## config.mk

```make
export PLATFORM = sky130hd
export DESIGN_NAME = sse_sqrt
export DESIGN_NICKNAME = d
export VERILOG_FILES = /design/src/design/sample_statistics_engine_core_assert.svh /design/src/design/sse_pkg.sv /design/src/design/sse_sqrt.sv
export SDC_FILE = /design/constraint.sdc
export NUM_CORES = 1
export LEC_CHECK = 0
export BUFFER_PORTS_ARGS = -buffer_cell sky130_fd_sc_hd__clkbuf_2
export CAP_MARGIN = 20
export CORE_ASPECT_RATIO = 1.5
export CORE_UTILIZATION = 45
export CTS_BUF_LIST = sky130_fd_sc_hd__clkbuf_8 sky130_fd_sc_hd__clkbuf_16
export CTS_CLUSTER_SIZE = 20
export DETAILED_ROUTE_END_ITERATION = 10
export PLACE_DENSITY = 0.74
export SYNTH_ARGS = -nofsm -noshare
export SYNTH_HDL_FRONTEND = slang
export SYNTH_SLANG_ARGS = --single-unit
export TNS_END_PERCENT = 10
```

## constraint.sdc

```tcl
create_clock -name clk -period 2.8 [get_ports clk]
set_input_delay 0.28 -clock clk [delete_from_list [all_inputs] [get_ports clk]]
set_output_delay 0.28 -clock clk [all_outputs]
set_load 0.03 [all_outputs]
```

## src/design/sample_statistics_engine_core_assert.svh

```systemverilog
// Assertion macros for the sample statistics engine.
`ifndef SAMPLE_STATISTICS_ENGINE_CORE_ASSERT_SVH
`define SAMPLE_STATISTICS_ENGINE_CORE_ASSERT_SVH

`ifndef SYNTH
`define SSE_ASSERT_IMP(lbl, ante, cons, msg) \
  lbl: assert property (@(posedge clk) disable iff (!rst_n) (ante) |-> (cons)) \
    else $error(msg);
`else
`define SSE_ASSERT_IMP(lbl, ante, cons, msg)
`endif

`ifndef SYNTH
`define SSE_ASSERT_NXT(lbl, ante, cons, msg) \
  lbl: assert property (@(posedge clk) disable iff (!rst_n) (ante) |=> (cons)) \
    else $error(msg);
`else
`define SSE_ASSERT_NXT(lbl, ante, cons, msg)
`endif

`endif

```

## src/design/sse_pkg.sv

```systemverilog
// Shared types and constants of the sample statistics engine.
`timescale 1ns / 1ps
package sse_pkg;

  localparam int BATCH_SIZE_DEF = 32;

  localparam int DIV_W  = 72;   // dividend and quotient width
  localparam int DVS_W  = 10;   // divisor width
  localparam int RAD_W  = 64;   // square root radicand width
  localparam int ROOT_W = 32;

  localparam logic [DVS_W-1:0] ERR_DIVISOR = 10'd600;

  typedef struct packed {
    logic signed [31:0] sample;
    logic               last_sample;
  } in_item_t;

  typedef struct packed {
    logic [5:0]         sample_index;
    logic signed [31:0] deviation;
    logic [62:0]        squared_deviation;
    logic signed [31:0] batch_mean;
    logic [31:0]        std_dev;
    logic [31:0]        mean_error;
    logic signed [63:0] max_error;
    logic               last_result;
  } out_item_t;

  typedef struct packed {
    logic             go;
    logic [DIV_W-1:0] dividend;
    logic [DVS_W-1:0] divisor;
  } div_req_t;

  typedef struct packed {
    logic             done;
    logic [DIV_W-1:0] quotient;
  } div_rsp_t;

  typedef struct packed {
    logic             go;
    logic [RAD_W-1:0] radicand;
  } sqrt_req_t;

  typedef struct packed {
    logic              done;
    logic [ROOT_W-1:0] root;
  } sqrt_rsp_t;

endpackage

```

## src/design/sse_sqrt.sv

```systemverilog
// Integer square root, one root bit per cycle.
`timescale 1ns / 1ps
module sse_sqrt (
  input  logic              clk,
  input  logic              rst_n,
  input  sse_pkg::sqrt_req_t req,
  output sse_pkg::sqrt_rsp_t rsp
);

  localparam int REM_W = sse_pkg::ROOT_W + 3;
  localparam int CNT_W = $clog2(sse_pkg::ROOT_W);

  logic [sse_pkg::RAD_W-1:0]  v_r, v_nxt;
  logic [REM_W-1:0]           rem_r, rem_nxt;
  logic [sse_pkg::ROOT_W-1:0] root_r, root_nxt;
  logic [CNT_W-1:0]           cnt_r, cnt_nxt;
  logic                       run_r, run_nxt;
  logic                       done_r, done_nxt;
  logic [REM_W-1:0]           rem_sh, trial;

  always_comb begin
    v_nxt    = v_r;
    rem_nxt  = rem_r;
    root_nxt = root_r;
    cnt_nxt  = cnt_r;
    run_nxt  = run_r;
    done_nxt = 1'b0;
    rem_sh   = {rem_r[REM_W-3:0], v_r[sse_pkg::RAD_W-1 -: 2]};
    trial    = {1'b0, root_r, 2'b01};
    if (req.go) begin
      v_nxt    = req.radicand;
      rem_nxt  = '0;
      root_nxt = '0;
      cnt_nxt  = '0;
      run_nxt  = 1'b1;
    end else if (run_r) begin
      v_nxt = {v_r[sse_pkg::RAD_W-3:0], 2'b00};
      if (rem_sh >= trial) begin
        rem_nxt  = rem_sh - trial;
        root_nxt = {root_r[sse_pkg::ROOT_W-2:0], 1'b1};
      end else begin
        rem_nxt  = rem_sh;
        root_nxt = {root_r[sse_pkg::ROOT_W-2:0], 1'b0};
      end
      cnt_nxt = cnt_r + 1'b1;
      if (cnt_r == CNT_W'(sse_pkg::ROOT_W - 1)) begin
        run_nxt  = 1'b0;
        done_nxt = 1'b1;
      end
    end
  end

  always_ff @(posedge clk) begin
    if (!rst_n) begin
      run_r  <= 1'b0;
      done_r <= 1'b0;
      cnt_r  <= '0;
    end else begin
      run_r  <= run_nxt;
      done_r <= done_nxt;
      cnt_r  <= cnt_nxt;
    end
    v_r    <= v_nxt;
    rem_r  <= rem_nxt;
    root_r <= root_nxt;
  end

  assign rsp.done = done_r;
  assign rsp.root = root_r;

endmodule

```

==> impl_metrics.yaml <==
sta:
  timing.slew.headroom_pct: 59.11
  totalNegativeSetupSlack_ns: 0
  final-max-slew-violation-count: 0
  worst_skew_ns: 0.008360
  setup_viol: 0
  max_freq_mhz: 365.0
  post-route-period-util_pct: 97.86
  timing_worst_slew_pin_value_ns: 0.6133
  timing.final.crit_period_ns: 2.740
  hold_viol: 0
clocking:
  clock_path_buffers: 2
  tritoncts: "done"
  worst_setup_hold_path_clk_slew_ns: 0.06
  clk_root_buffer_cell: "sky130_fd_sc_hd__clkbuf_16"
  cts.htree.levels: 4
  cts_sinks: 136
  clk_latency_ns: 0.42
  cts-buffers-inserted: 17
  holdBufCountCts: 0
logic_synthesis:
  synth_top_cells_by_area: "sky130_fd_sc_hd__edfxtp_1 (26%), sky130_fd_sc_hd__dfxtp_1 (19%), sky130_fd_sc_hd__mux2_2 (9.5%), sky130_fd_sc_hd__mux2i_1 (7.6%), sky130_fd_sc_hd__ha_1 (6.0%)"
  postSynth.topFlopCell: "sky130_fd_sc_hd__dfxtp_1"
  yosys.area.top_type: "sky130_fd_sc_hd__edfxtp_1"
  post_synthesis_cell_type_count: 69
  portion_of_the_post_synthesis_area_used_by_sequential_elements_pct: 44.81
  synth_area_um2: 7506
  synth_edf_count: 64
  avgSynthCellArea_um2: 10.56
  synthDominantCellAreaShare_pct: 25.60
  share_of_flip_flops_with_an_asynchronous_set_or_reset_pct: 0
  syn_inst: 711
  synth.yosys.warnings: 0
  synthesis.nets: 814
  postSynthRegisterBits: 136
setup_path:
  worst_setup_path_start_kind: "flop"
  worst_r2r_endpoint: "rem_r[9]"
  cp.required_ns: 3.08
  worst_r2r_startpoint: "root_r[2]"
  worst-r2r-setup-slack_ns: 0.06
  worst-path-max-fanout: 7
  rr_worst_depth: 12
  end_kind: "flop"
  arrival_ns: 3.02
  critPathKind: "flop to flop"
placement:
  buffer_ports.inserted: 99
  dpl.cell_count: 1019
  dpl.hpwl_um: 11730
  routabilityCongestion: 0.8715
drt:
  drc: 0
  routed_via_density: 5.415
  via_count: 5724
  postRouteWirelength_um: 16720
  postRouteAntennaNets: 0
  detailedRoute.firstIterationViolations: 313
  drt_first_pass_iters: 5
  routedWlPerCell_um: 15.82
global_route:
  grt_first_pass_wirelength_um: 26450
  antenna_violations_before_repair: 0
  grt_pass1_vias: 5741
  globalRoute.totalOverflow: 0
  grt_max_degree: 69
  track_usage_pct: 19.76
pwr:
  peakVddDrop_mv: 0.7773
  cellLeakagePower_nw: 3.843
  power-per-cell-area_nw_per_um2: 1081
worst_hold_path:
  hold_path.startpoint: "rst_n"
  min_delay_path_depth: 2
  worst_hold_path_type: "primary input to flop"
  whs_endpoint: "run_r"
cells_and_area:
  antenna_cells: 0
  post_route_cells_drive_above_1_share_pct: 34.43
  finish.cell_count_without_fillers: 1057
  utilization_pct: 57.23
  layout_area_growth_over_synthesis_pct: 23.99
  nNetsFinal: 941
flow_run:
  max_cap_check_violation_count: 0
floorplan:
  num_ports: 100
  dieArea_um2: 17210
  start_util_pct: 46.16
  dieWidth_um: 107.5
  core-area_um2: 16260
  dieHeight_um: 160.2
  num_rows: 57
status:
  outcome: "finished clean"
through the flow:
| stage | hold WS (ns) | worst slack, ns | area, um^2 | power (W) |
|---|---|---|---|---|
| 2_1_floorplan | 0.3975 | -0.02798 | 7512 | 0.006053 |
| 3_3_place_gp | 0.4606 | 0.03069 | 8412 | 0.006944 |
| 3_5_place_dp | 0.4665 | -0.04089 | 8412 | 0.007025 |
| 4_1_cts | 0.07086 | -0.005835 | 9000 | 0.009209 |
| 5_1_grt | 0.07944 | -0.06675 | 9306 | 0.01061 |
| 6_report | 0.09031 | 0.06003 | 9306 | 0.01006 |
logic make-up (layout without fill, tap and decap cells):
| kind of cell | Yosys count | after routing | share of synthesized area (%) |
|---|---|---|---|
| AO/OA/AOI/OAI | 130 | 131 | 12.55 |
| XOR/XNOR | 29 | 29 | 3.384 |
| adder cells (fa/ha/maj) | 36 | 36 | 6.001 |
| buffers and inverters | 86 | 225 | 5.234 |
| flip-flops | 136 | 136 | 44.81 |
| multiplexers | 121 | 121 | 17.20 |
| AND/OR/NAND/NOR | 173 | 173 | 10.82 |
sequential cells by signal (all words and copies together), names as in the netlist:
register and count:
v_r 64, rem_r 33, root_r 32, cnt_r 5, done_r 1, run_r 1
critical path: stages (launching register included):
cell	delay (ns)
sky130_fd_sc_hd__dfxtp_2	0.34
sky130_fd_sc_hd__inv_1	0.08
sky130_fd_sc_hd__ha_4	0.31
sky130_fd_sc_hd__o2111ai_2	0.18
sky130_fd_sc_hd__a31oi_4	0.25
sky130_fd_sc_hd__a31oi_4	0.13
sky130_fd_sc_hd__a2111oi_4	0.40
sky130_fd_sc_hd__nor3_4	0.11
sky130_fd_sc_hd__o21bai_4	0.17
sky130_fd_sc_hd__buf_12	0.14
sky130_fd_sc_hd__clkbuf_16	0.16
sky130_fd_sc_hd__mux2i_1	0.23
sky130_fd_sc_hd__a211oi_1	0.10
cells in the final DEF, fill, tap and decap left out, drive strengths merged, types with 8 or more instances in the layout:
master and count:
clkbuf 118, nor2 77, dfxtp 72, edfxtp 64, mux2 64, mux2i 57, inv 52, buf 46
ha 36, nand2 34, a211oi 24, a21oi 24, xnor2 21, o21ai 21, a21o 10, nand3 10
and3 9, xor2 8, nand4 8
timing repair:
item | 4_1_cts | 5_1_grt
cloned | 0 | 2
setup buffers | 0 | 4
pin swaps | 0 | 8
gates resized for setup | 3 | 46
endpoints found under the setup margin | 10 | 31
worst max-delay path by stage:
stage / from / to / slack, ns
6_report: root_r[2] / rem_r[9] / 0.06
3_3_place_gp: root_r[2] / rem_r[32] / 0.03
4_1_cts: root_r[5] / rem_r[2] / -0.006
5_1_grt: root_r[5] / rem_r[9] / -0.07
3_5_place_dp: root_r[2] / rem_r[25] / -0.04
2_1_floorplan: root_r[9] / rem_r[32] / -0.03
layer usage:
metal  vias to the layer above  wire [um]  GRT usage [%]
met5                         -          0              0
met4                         0        507          9.153
met3                        40        693          4.939
met1                      2719       6444          20.39
met2                       136       9078          36.66
li1                       2829          -              -
report_power, final:
part / internal [W] / leakage [nW] / switching [W]
combinational: 0.00275 / 2.34 / 0.00267
sequential: 0.00235 / 1.24 / 0.000171
clock: 0.00126 / 0.269 / 0.000865
total: 0.00636 / 3.84 / 0.00371
area by class of cell:
cell class | instances | area [um^2]
flip-flops and latches | 136 | 3376
clock inverters | 13 | 106.4
fillers | 1432 | 6954
repair buffers | 145 | 910.9
clock buffers | 19 | 452.9
inverters | 48 | 180.2
multi-input cells | 490 | 4023
well taps | 206 | 257.7
synthesized netlist by cell type, drive strengths merged (3+ instances only):
| cell | count |
|---|---|
| nor2 | 77 |
| o221ai | 3 |
| a211oi | 24 |
| nor2b | 6 |
| and2 | 6 |
| inv | 48 |
| dfxtp | 72 |
| or3 | 3 |
| edfxtp | 64 |
| nand2 | 34 |
| o21bai | 6 |
| ha | 36 |
| a31oi | 5 |
| xnor2 | 21 |
| clkbuf | 21 |
| o2111ai | 3 |
| nand2b | 5 |
| a21oi | 24 |
| and3 | 9 |
| mux2i | 57 |
| o21a | 6 |
| nor4 | 4 |
| buf | 17 |
| o21ai | 21 |
| a21o | 10 |
| nand3 | 10 |
| nand4 | 8 |
| xor2 | 8 |
| o211ai | 3 |
| a221oi | 3 |
| mux2 | 64 |
No activity file was read; power rests on OpenSTA's default activity.
