<file path="src/design/sample_statistics_engine_core_assert.svh">
// Assertion macros for the sample statistics engine.
`ifndef SAMPLE_STATISTICS_ENGINE_CORE_ASSERT_SVH
`define SAMPLE_STATISTICS_ENGINE_CORE_ASSERT_SVH

`ifndef SYNTH
`define SSE_ASSERT_IMP(lbl, ante, cons, msg) \
  lbl: assert property (@(posedge clk) disable iff (!rst_n) (ante) |-> (cons)) \
    else $error(msg);
`else
`define SSE_ASSERT_IMP(lbl, ante, cons, msg)
`endif

`ifndef SYNTH
`define SSE_ASSERT_NXT(lbl, ante, cons, msg) \
  lbl: assert property (@(posedge clk) disable iff (!rst_n) (ante) |=> (cons)) \
    else $error(msg);
`else
`define SSE_ASSERT_NXT(lbl, ante, cons, msg)
`endif

`endif

</file>
<file path="src/design/sse_pkg.sv">
// Shared types and constants of the sample statistics engine.
`timescale 1ns / 1ps
package sse_pkg;

  localparam int BATCH_SIZE_DEF = 32;

  localparam int DIV_W  = 72;   // dividend and quotient width
  localparam int DVS_W  = 10;   // divisor width
  localparam int RAD_W  = 64;   // square root radicand width
  localparam int ROOT_W = 32;

  localparam logic [DVS_W-1:0] ERR_DIVISOR = 10'd600;

  typedef struct packed {
    logic signed [31:0] sample;
    logic               last_sample;
  } in_item_t;

  typedef struct packed {
    logic [5:0]         sample_index;
    logic signed [31:0] deviation;
    logic [62:0]        squared_deviation;
    logic signed [31:0] batch_mean;
    logic [31:0]        std_dev;
    logic [31:0]        mean_error;
    logic signed [63:0] max_error;
    logic               last_result;
  } out_item_t;

  typedef struct packed {
    logic             go;
    logic [DIV_W-1:0] dividend;
    logic [DVS_W-1:0] divisor;
  } div_req_t;

  typedef struct packed {
    logic             done;
    logic [DIV_W-1:0] quotient;
  } div_rsp_t;

  typedef struct packed {
    logic             go;
    logic [RAD_W-1:0] radicand;
  } sqrt_req_t;

  typedef struct packed {
    logic              done;
    logic [ROOT_W-1:0] root;
  } sqrt_rsp_t;

endpackage

</file>
<file path="src/design/sse_div.sv">
// Restoring divider, one quotient bit per cycle.
`timescale 1ns / 1ps
module sse_div (
  input  logic             clk,
  input  logic             rst_n,
  input  sse_pkg::div_req_t req,
  output sse_pkg::div_rsp_t rsp
);

  localparam int CNT_W = $clog2(sse_pkg::DIV_W + 1);

  logic [sse_pkg::DIV_W-1:0] q_r, q_nxt;
  logic [sse_pkg::DVS_W-1:0] rem_r, rem_nxt;
  logic [sse_pkg::DVS_W-1:0] dvs_r, dvs_nxt;
  logic [CNT_W-1:0]          cnt_r, cnt_nxt;
  logic                      run_r, run_nxt;
  logic                      done_r, done_nxt;
  logic [sse_pkg::DVS_W:0]   rem_sh;

  always_comb begin
    q_nxt    = q_r;
    rem_nxt  = rem_r;
    dvs_nxt  = dvs_r;
    cnt_nxt  = cnt_r;
    run_nxt  = run_r;
    done_nxt = 1'b0;
    rem_sh   = {rem_r, q_r[sse_pkg::DIV_W-1]};
    if (req.go) begin
      q_nxt   = req.dividend;
      rem_nxt = '0;
      dvs_nxt = req.divisor;
      cnt_nxt = '0;
      run_nxt = 1'b1;
    end else if (run_r) begin
      if (rem_sh >= {1'b0, dvs_r}) begin
        rem_nxt = sse_pkg::DVS_W'(rem_sh - {1'b0, dvs_r});
        q_nxt   = {q_r[sse_pkg::DIV_W-2:0], 1'b1};
      end else begin
        rem_nxt = rem_sh[sse_pkg::DVS_W-1:0];
        q_nxt   = {q_r[sse_pkg::DIV_W-2:0], 1'b0};
      end
      cnt_nxt = cnt_r + 1'b1;
      if (cnt_r == CNT_W'(sse_pkg::DIV_W - 1)) begin
        run_nxt  = 1'b0;
        done_nxt = 1'b1;
      end
    end
  end

  always_ff @(posedge clk) begin
    if (!rst_n) begin
      run_r  <= 1'b0;
      done_r <= 1'b0;
      cnt_r  <= '0;
    end else begin
      run_r  <= run_nxt;
      done_r <= done_nxt;
      cnt_r  <= cnt_nxt;
    end
    q_r   <= q_nxt;
    rem_r <= rem_nxt;
    dvs_r <= dvs_nxt;
  end

  assign rsp.done     = done_r;
  assign rsp.quotient = q_r;

endmodule

</file>
<file path="config.mk">
export PLATFORM = sky130hd
export DESIGN_NAME = sse_div
export DESIGN_NICKNAME = d
export VERILOG_FILES = /design/src/design/sample_statistics_engine_core_assert.svh /design/src/design/sse_pkg.sv /design/src/design/sse_div.sv
export SDC_FILE = /design/constraint.sdc
export NUM_CORES = 1
export LEC_CHECK = 0
export BUFFER_PORTS_ARGS = -buffer_cell sky130_fd_sc_hd__buf_2
export CORE_MARGIN = 2
export CORE_UTILIZATION = 50
export DETAILED_ROUTE_END_ITERATION = 7
export PLACE_DENSITY_LB_ADDON = 0.15
export REMOVE_ABC_BUFFERS = 1
export SLEW_MARGIN = 0
export SYNTH_ARGS = -nofsm -noshare
export SYNTH_HDL_FRONTEND = slang
export SYNTH_SLANG_ARGS = --single-unit
</file>
<file path="constraint.sdc">
create_clock -name clk -period 2.7 [get_ports clk]
set_input_delay 0.135 -clock clk [delete_from_list [all_inputs] [get_ports clk]]
set_output_delay 0.135 -clock clk [all_outputs]
set_load 0.02 [all_outputs]
</file>
==> results.cfg, run 1 <==
[outcome]
outcome = finished, final reports clean

[timing]
rsz0062_at_grt = no
worst_pin_slew_ps = 661.7
slew_viol_final = 0
hold_viol_final = 0
fin_crit_ps = 2372
period_share_pct = 87.85
fin_skew_ps = 11.69
slew_headroom_pct = 55.89
setup_tns_ps = 0
setup_viol = 0
max_freq_mhz = 421.6
whs_ps = 67.17

[cells_and_area]
final_cell_mix = buf_2 (156), edfxtp_1 (82), mux2_2 (71), dfxtp_1 (19), nor2_1 (18)
area_delta_synth_final_pct = 26.25
layout.cells.most_common = buf_2
drive_above_1_share_pct = 51.20
diodes = 0
fin_area_sq_mm = 0.005916
utilization_pct = 64.63
nets = 590

[clock_tree]
cts_root_buffer = clkbuf_8
clkSinkCount = 101
clk_path_buf_depth = 2
postCtsSetupRepairBufs = 0
clkTransAtPathRegs_ps = 110
clk_latency_ps = 360
cts_made_buffers = 9
cts_tree = yes
h-tree-depth = 3

[placement]
dp_hpwl_microns = 6849
port_buffers = 157
place_area_sq_mm = 0.005580
gp_congestion = 0.8555

[routing]
dr.pass1.iters = 4
avgViaCountPerCell = 5.212
routed_wirelength_microns = 9750
vias = 3174
wl_per_cell_microns = 16.01
drc = 0
initialDrtViolationCount = 80
antenna_left = 0

[die]
die_width_microns = 100.8
die_h_microns = 100.8
dieArea_sq_mm = 0.01016
start_util_pct = 51.20
ios = 158
core_area_sq_mm = 0.009153
rows = 35

[synth]
yosys.area.top_type = edfxtp_1
synth_seq_area_share_pct = 60.67
synth_flop_cell = edfxtp_1
synth_top_area_share_pct = 52.55
synth_edf_count = 82
ys_types = 44
avgSynthCellArea_sq_um = 14.37
synthCells = 326
syn_area_sq_mm = 0.004686
synth_area_leaders = edfxtp_1 (53%), mux2_2 (17%), dfxtp_1 (8.1%)
async_reset_ff_share_pct = 0
synth_warnings = 0
ys_seq_elements = 101

[setup_path]
crit_arrival_ps = 2630
cpPeakStageDelay_ps = 430
cp_max_fo = 3
cp-start-kind = flip-flop
crit_slowest_cell = edfxtp_1
crit_family = compound AO/OA/AOI/OAI gates
path_class = reg -> reg
crit_path_end_kind = flip-flop
critPathBufInv = 2
path_cells = inv_1 -> ha_1 -> inv_1 -> fa_1 -> a211oi_1 -> nor2_1 -> o221ai_1 -> xnor2_1 -> mux2i_1 -> a211oi_1
required_ps = 2960

[power]
vdd_drop_max_mv = 0.3426
p_leak_nw = 2.500
power.density_mw_per_mm2 = 646.1

[global_route]
gr-total-overflow = 0
gr-usage-all-layers_pct = 19.67
grt_max_degree = 51
grt_pass1_wl_microns = 15480
antenna_found_initial = 0
grt_pass1_vias = 3212

[flow_run]
max_cap_violations = 0

[min_path]
hp-class = in -> reg
cell usage after synthesis (2+ instances only):
cell type / n
nand2_1: 9
o221ai_1: 2
buf_1: 2
clkbuf_1: 12
nand3_1: 3
a211oi_1: 8
edfxtp_1: 82
nor3_1: 3
dfxtp_1: 19
inv_1: 13
xnor2_1: 5
a21oi_1: 10
or3_2: 2
o21ai_0: 3
nand4_1: 3
mux2i_1: 10
nor2b_1: 5
nor2_1: 18
ha_1: 11
a21o_1: 4
xor2_1: 5
nand2b_1: 3
mux2_2: 71
or3_1: 3
where the power goes:
part / internal (mW) / switching, mW
sequential: 1.86 / 0.0758
clock: 0.536 / 0.550
combinational: 0.352 / 0.444
total: 2.75 / 1.07
state kept, by name, indices dropped and copies added, names as in the netlist:
name,count
run_r,1
done_r,1
cnt_r,7
dvs_r,10
q_r,72
rem_r,10
cell families after synthesis:
group | Yosys count | share of synthesized area (%)
buffers and inverters | 29 | 2.644
adder cells (fa/ha/maj) | 12 | 3.364
AND/OR/NAND/NOR | 56 | 6.088
XOR/XNOR | 10 | 1.869
AO/OA/AOI/OAI | 37 | 6.169
multiplexers | 81 | 19.20
flip-flops | 101 | 60.67
final timing paths:
check | startpoint | end | slack (ps) | depth (start not counted)
worst max-delay path | q_r[71]$_DFFE_PP_ | rem_r[8]$_SDFFE_PP0P_ | 330 | 10
worst min-delay path | req[31] | q_r[21]$_DFFE_PP_ | 70 | 2
worst max register to register | q_r[71]$_DFFE_PP_ | rem_r[8]$_SDFFE_PP0P_ | 330 | 10
worst min register to register | cnt_r[6]$_SDFFE_PP0P_ | cnt_r[6]$_SDFFE_PP0P_ | 500 | 2
layout make-up:
class	count	area, sq um
well taps	111	138.9
fillers	745	3237
inverters	13	48.80
repair buffers	172	940.9
multi-input cells	196	1719
clock buffers	9	123.9
clock inverters	7	101.3
flip-flops and latches	101	2843
per-layer routing:
metal	GRT usage, %	share of wire, %	vias up
met5	0	0	-
met4	5.690	1.2	0
met3	9.085	8.4	8
met2	30.82	48	94
met1	24.51	42	1520
li1	-	-	1552
what timing repair did:
| action | in CTS | in global routing |
|---|---|---|
| resized for setup | 0 | 0 |
| endpoints found under the hold margin | 11 | 0 |
| hold buffers | 11 | 0 |
stage by stage:
step	setup slack [ps]	total power, mW	instances
after floorplan	455.4	2.481	310
after global routing	42.05	3.996	609
after CTS	359.4	3.872	609
after global placement	467.0	2.745	582
after detailed placement	374.6	2.759	582
final	328.2	3.822	609
No activity file was read; power rests on OpenSTA's default activity.
==> run 2, diff against run 1 <==
--- a/config.mk
+++ b/config.mk
@@ -7,7 +7,8 @@
 export LEC_CHECK = 0
 export BUFFER_PORTS_ARGS = -buffer_cell sky130_fd_sc_hd__buf_2
 export CORE_MARGIN = 2
-export CORE_UTILIZATION = 50
+export CORE_UTILIZATION = 46
+export CTS_CLUSTER_SIZE = 24
 export DETAILED_ROUTE_END_ITERATION = 7
 export PLACE_DENSITY_LB_ADDON = 0.15
 export REMOVE_ABC_BUFFERS = 1
==> run 2 against run 1 <==
Utilization down 4.1 points. Global-route usage shrank 0.89 points. Critical path depth stayed put. Non-clock buffer count up 1.
==> results.cfg, run 2 (synthesis gave the netlist of run 1 again) <==
[setup_path]
crit_path_end_kind = flip-flop
cp_max_fo = 3
path_class = reg -> reg
r2r_slack_ps = 320
cp-start-kind = flip-flop
required_ps = 2970
crit_arrival_ps = 2650

[clock_tree]
clk_latency_ps = 370
clkTransAtPathRegs_ps = 100
postCtsSetupRepairBufs = 0
clk_path_buf_depth = 2
post_cts_resized = 0
holdBufCountCts = 11
cts_root_buffer = clkbuf_8
h-tree-depth = 3
cts_made_buffers = 9
cts_tree = yes
clkSinkCount = 101

[routing]
antenna_left = 0
initialDrtViolationCount = 89
wl_per_cell_microns = 15.69
dr.pass1.iters = 4
avgViaCountPerCell = 5.059
routed_wirelength_microns = 9902
vias = 3192
drc = 0

[cells_and_area]
drive_above_1_share_pct = 51.00
diodes = 0
nets = 591
largest_register = q_r
layout.cells.most_common = buf_2
reg_top3 = q_r (72), dvs_r (10), rem_r (10)
largest_reg_flops = 72
final_cell_mix = buf_2 (156), edfxtp_1 (82), mux2_2 (71), dfxtp_1 (19), nor2_1 (18)
fillCellCount = 858
area_delta_synth_final_pct = 26.89

[timing]
slew_headroom_pct = 65.32
fin_crit_ps = 2376
rsz0062_at_grt = no
setup_viol = 0
slew_viol_final = 0
max_freq_mhz = 420.9
fin_skew_ps = 9.561
hold_viol_final = 0
period_share_pct = 87.99
setup_tns_ps = 0
worst_pin_slew_ps = 520.1

[die]
rows = 36
dieArea_sq_mm = 0.01101
ios = 158
die_width_microns = 104.9
die_h_microns = 104.9
start_util_pct = 47.72
core_area_sq_mm = 0.009819

[placement]
gp_congestion = 0.7715
dp_hpwl_microns = 6832
port_buffers = 157

[power]
power_mw = 3.771
vdd_drop_max_mv = 0.4614
power.density_mw_per_mm2 = 634.3
p_leak_nw = 2.500

[flow_run]
max_cap_violations = 0

[global_route]
grt_max_degree = 98
gr-usage-all-layers_pct = 18.78
grt_pass1_vias = 3282
gr-total-overflow = 0
grt_pass1_wl_microns = 16220
antenna_found_initial = 0

[outcome]
outcome = finished, final reports clean

[min_path]
hp-class = in -> reg
-- run 2: cell types whose count changed in the layout (fill, tap and decap cells not counted) --
cell,change
inv_6,-3
clkbuf_1,+2
buf_12,+1
clkinv_1,-1
clkinv_2,+1
clkinv_4,+1
inv_8,-1
or2_2,-1
or2_4,+1
-- run 2: path summary, 6_finish.rpt --
kind,start,endpoint,cells past startpoint
worst min register to register,cnt_r[6]$_SDFFE_PP0P_,cnt_r[6]$_SDFFE_PP0P_,2
worst max register to register,q_r[71]$_DFFE_PP_,rem_r[8]$_SDFFE_PP0P_,10
worst min-delay path,req[27],q_r[17]$_DFFE_PP_,2
worst max-delay path,q_r[71]$_DFFE_PP_,rem_r[8]$_SDFFE_PP0P_,10
-- run 2: cell type report --
cell class	count	area, sq um	share of cell area, %
clock buffer	11	131.4	2.210
tap	133	166.4	2.799
clock inverter	4	73.82	1.242
inverter	13	48.80	0.8207
sequential	101	2843	47.81
timing repair buffer	173	960.9	16.16
multi-input combinational	196	1722	28.96
-- run 2: worst max-delay path, cell delays in order (launching register included) --
cell,delay (ps)
edfxtp_1,430
inv_1,80
ha_1,150
inv_1,50
fa_1,410
a211oi_1,330
nor2_1,120
o221ai_1,210
xnor2_1,140
mux2i_1,80
a211oi_1,270
-- run 2: layer usage --
layer  global-route usage (%)  vias to the layer above  wire length, microns
met5                        0                        -                     0
met4                    6.095                        0                   150
met3                    8.235                       14                   786
met2                    30.01                      101                  4778
met1                    22.81                     1521                  4186
li1                         -                     1556                     -
-- run 2: power breakdown --
| part | leakage, nW | total, mW | internal [mW] | switching (mW) |
|---|---|---|---|---|
| clock network | 0.103 | 1.02 | 0.518 | 0.504 |
| registers | 0.978 | 1.94 | 1.86 | 0.0756 |
| logic | 1.42 | 0.810 | 0.357 | 0.453 |
| total | 2.50 | 3.77 | 2.74 | 1.03 |
-- run 2: stage by stage --
step | util, % | instances | hold slack (ps) | area (sq um) | worst slack (ps)
2_1_floorplan | - | 310 | 207.1 | 4611 | 455.4
3_3_place_gp | 57.34 | 605 | 313.5 | 5630 | 476.5
3_5_place_dp | 57.34 | 605 | 313.2 | 5630 | 417.7
4_1_cts | 60.55 | 631 | 30.53 | 5946 | 355.0
5_1_grt | 60.55 | 631 | 33.54 | 5946 | 156.4
6_report | 60.55 | 631 | 59.87 | 5946 | 324.3
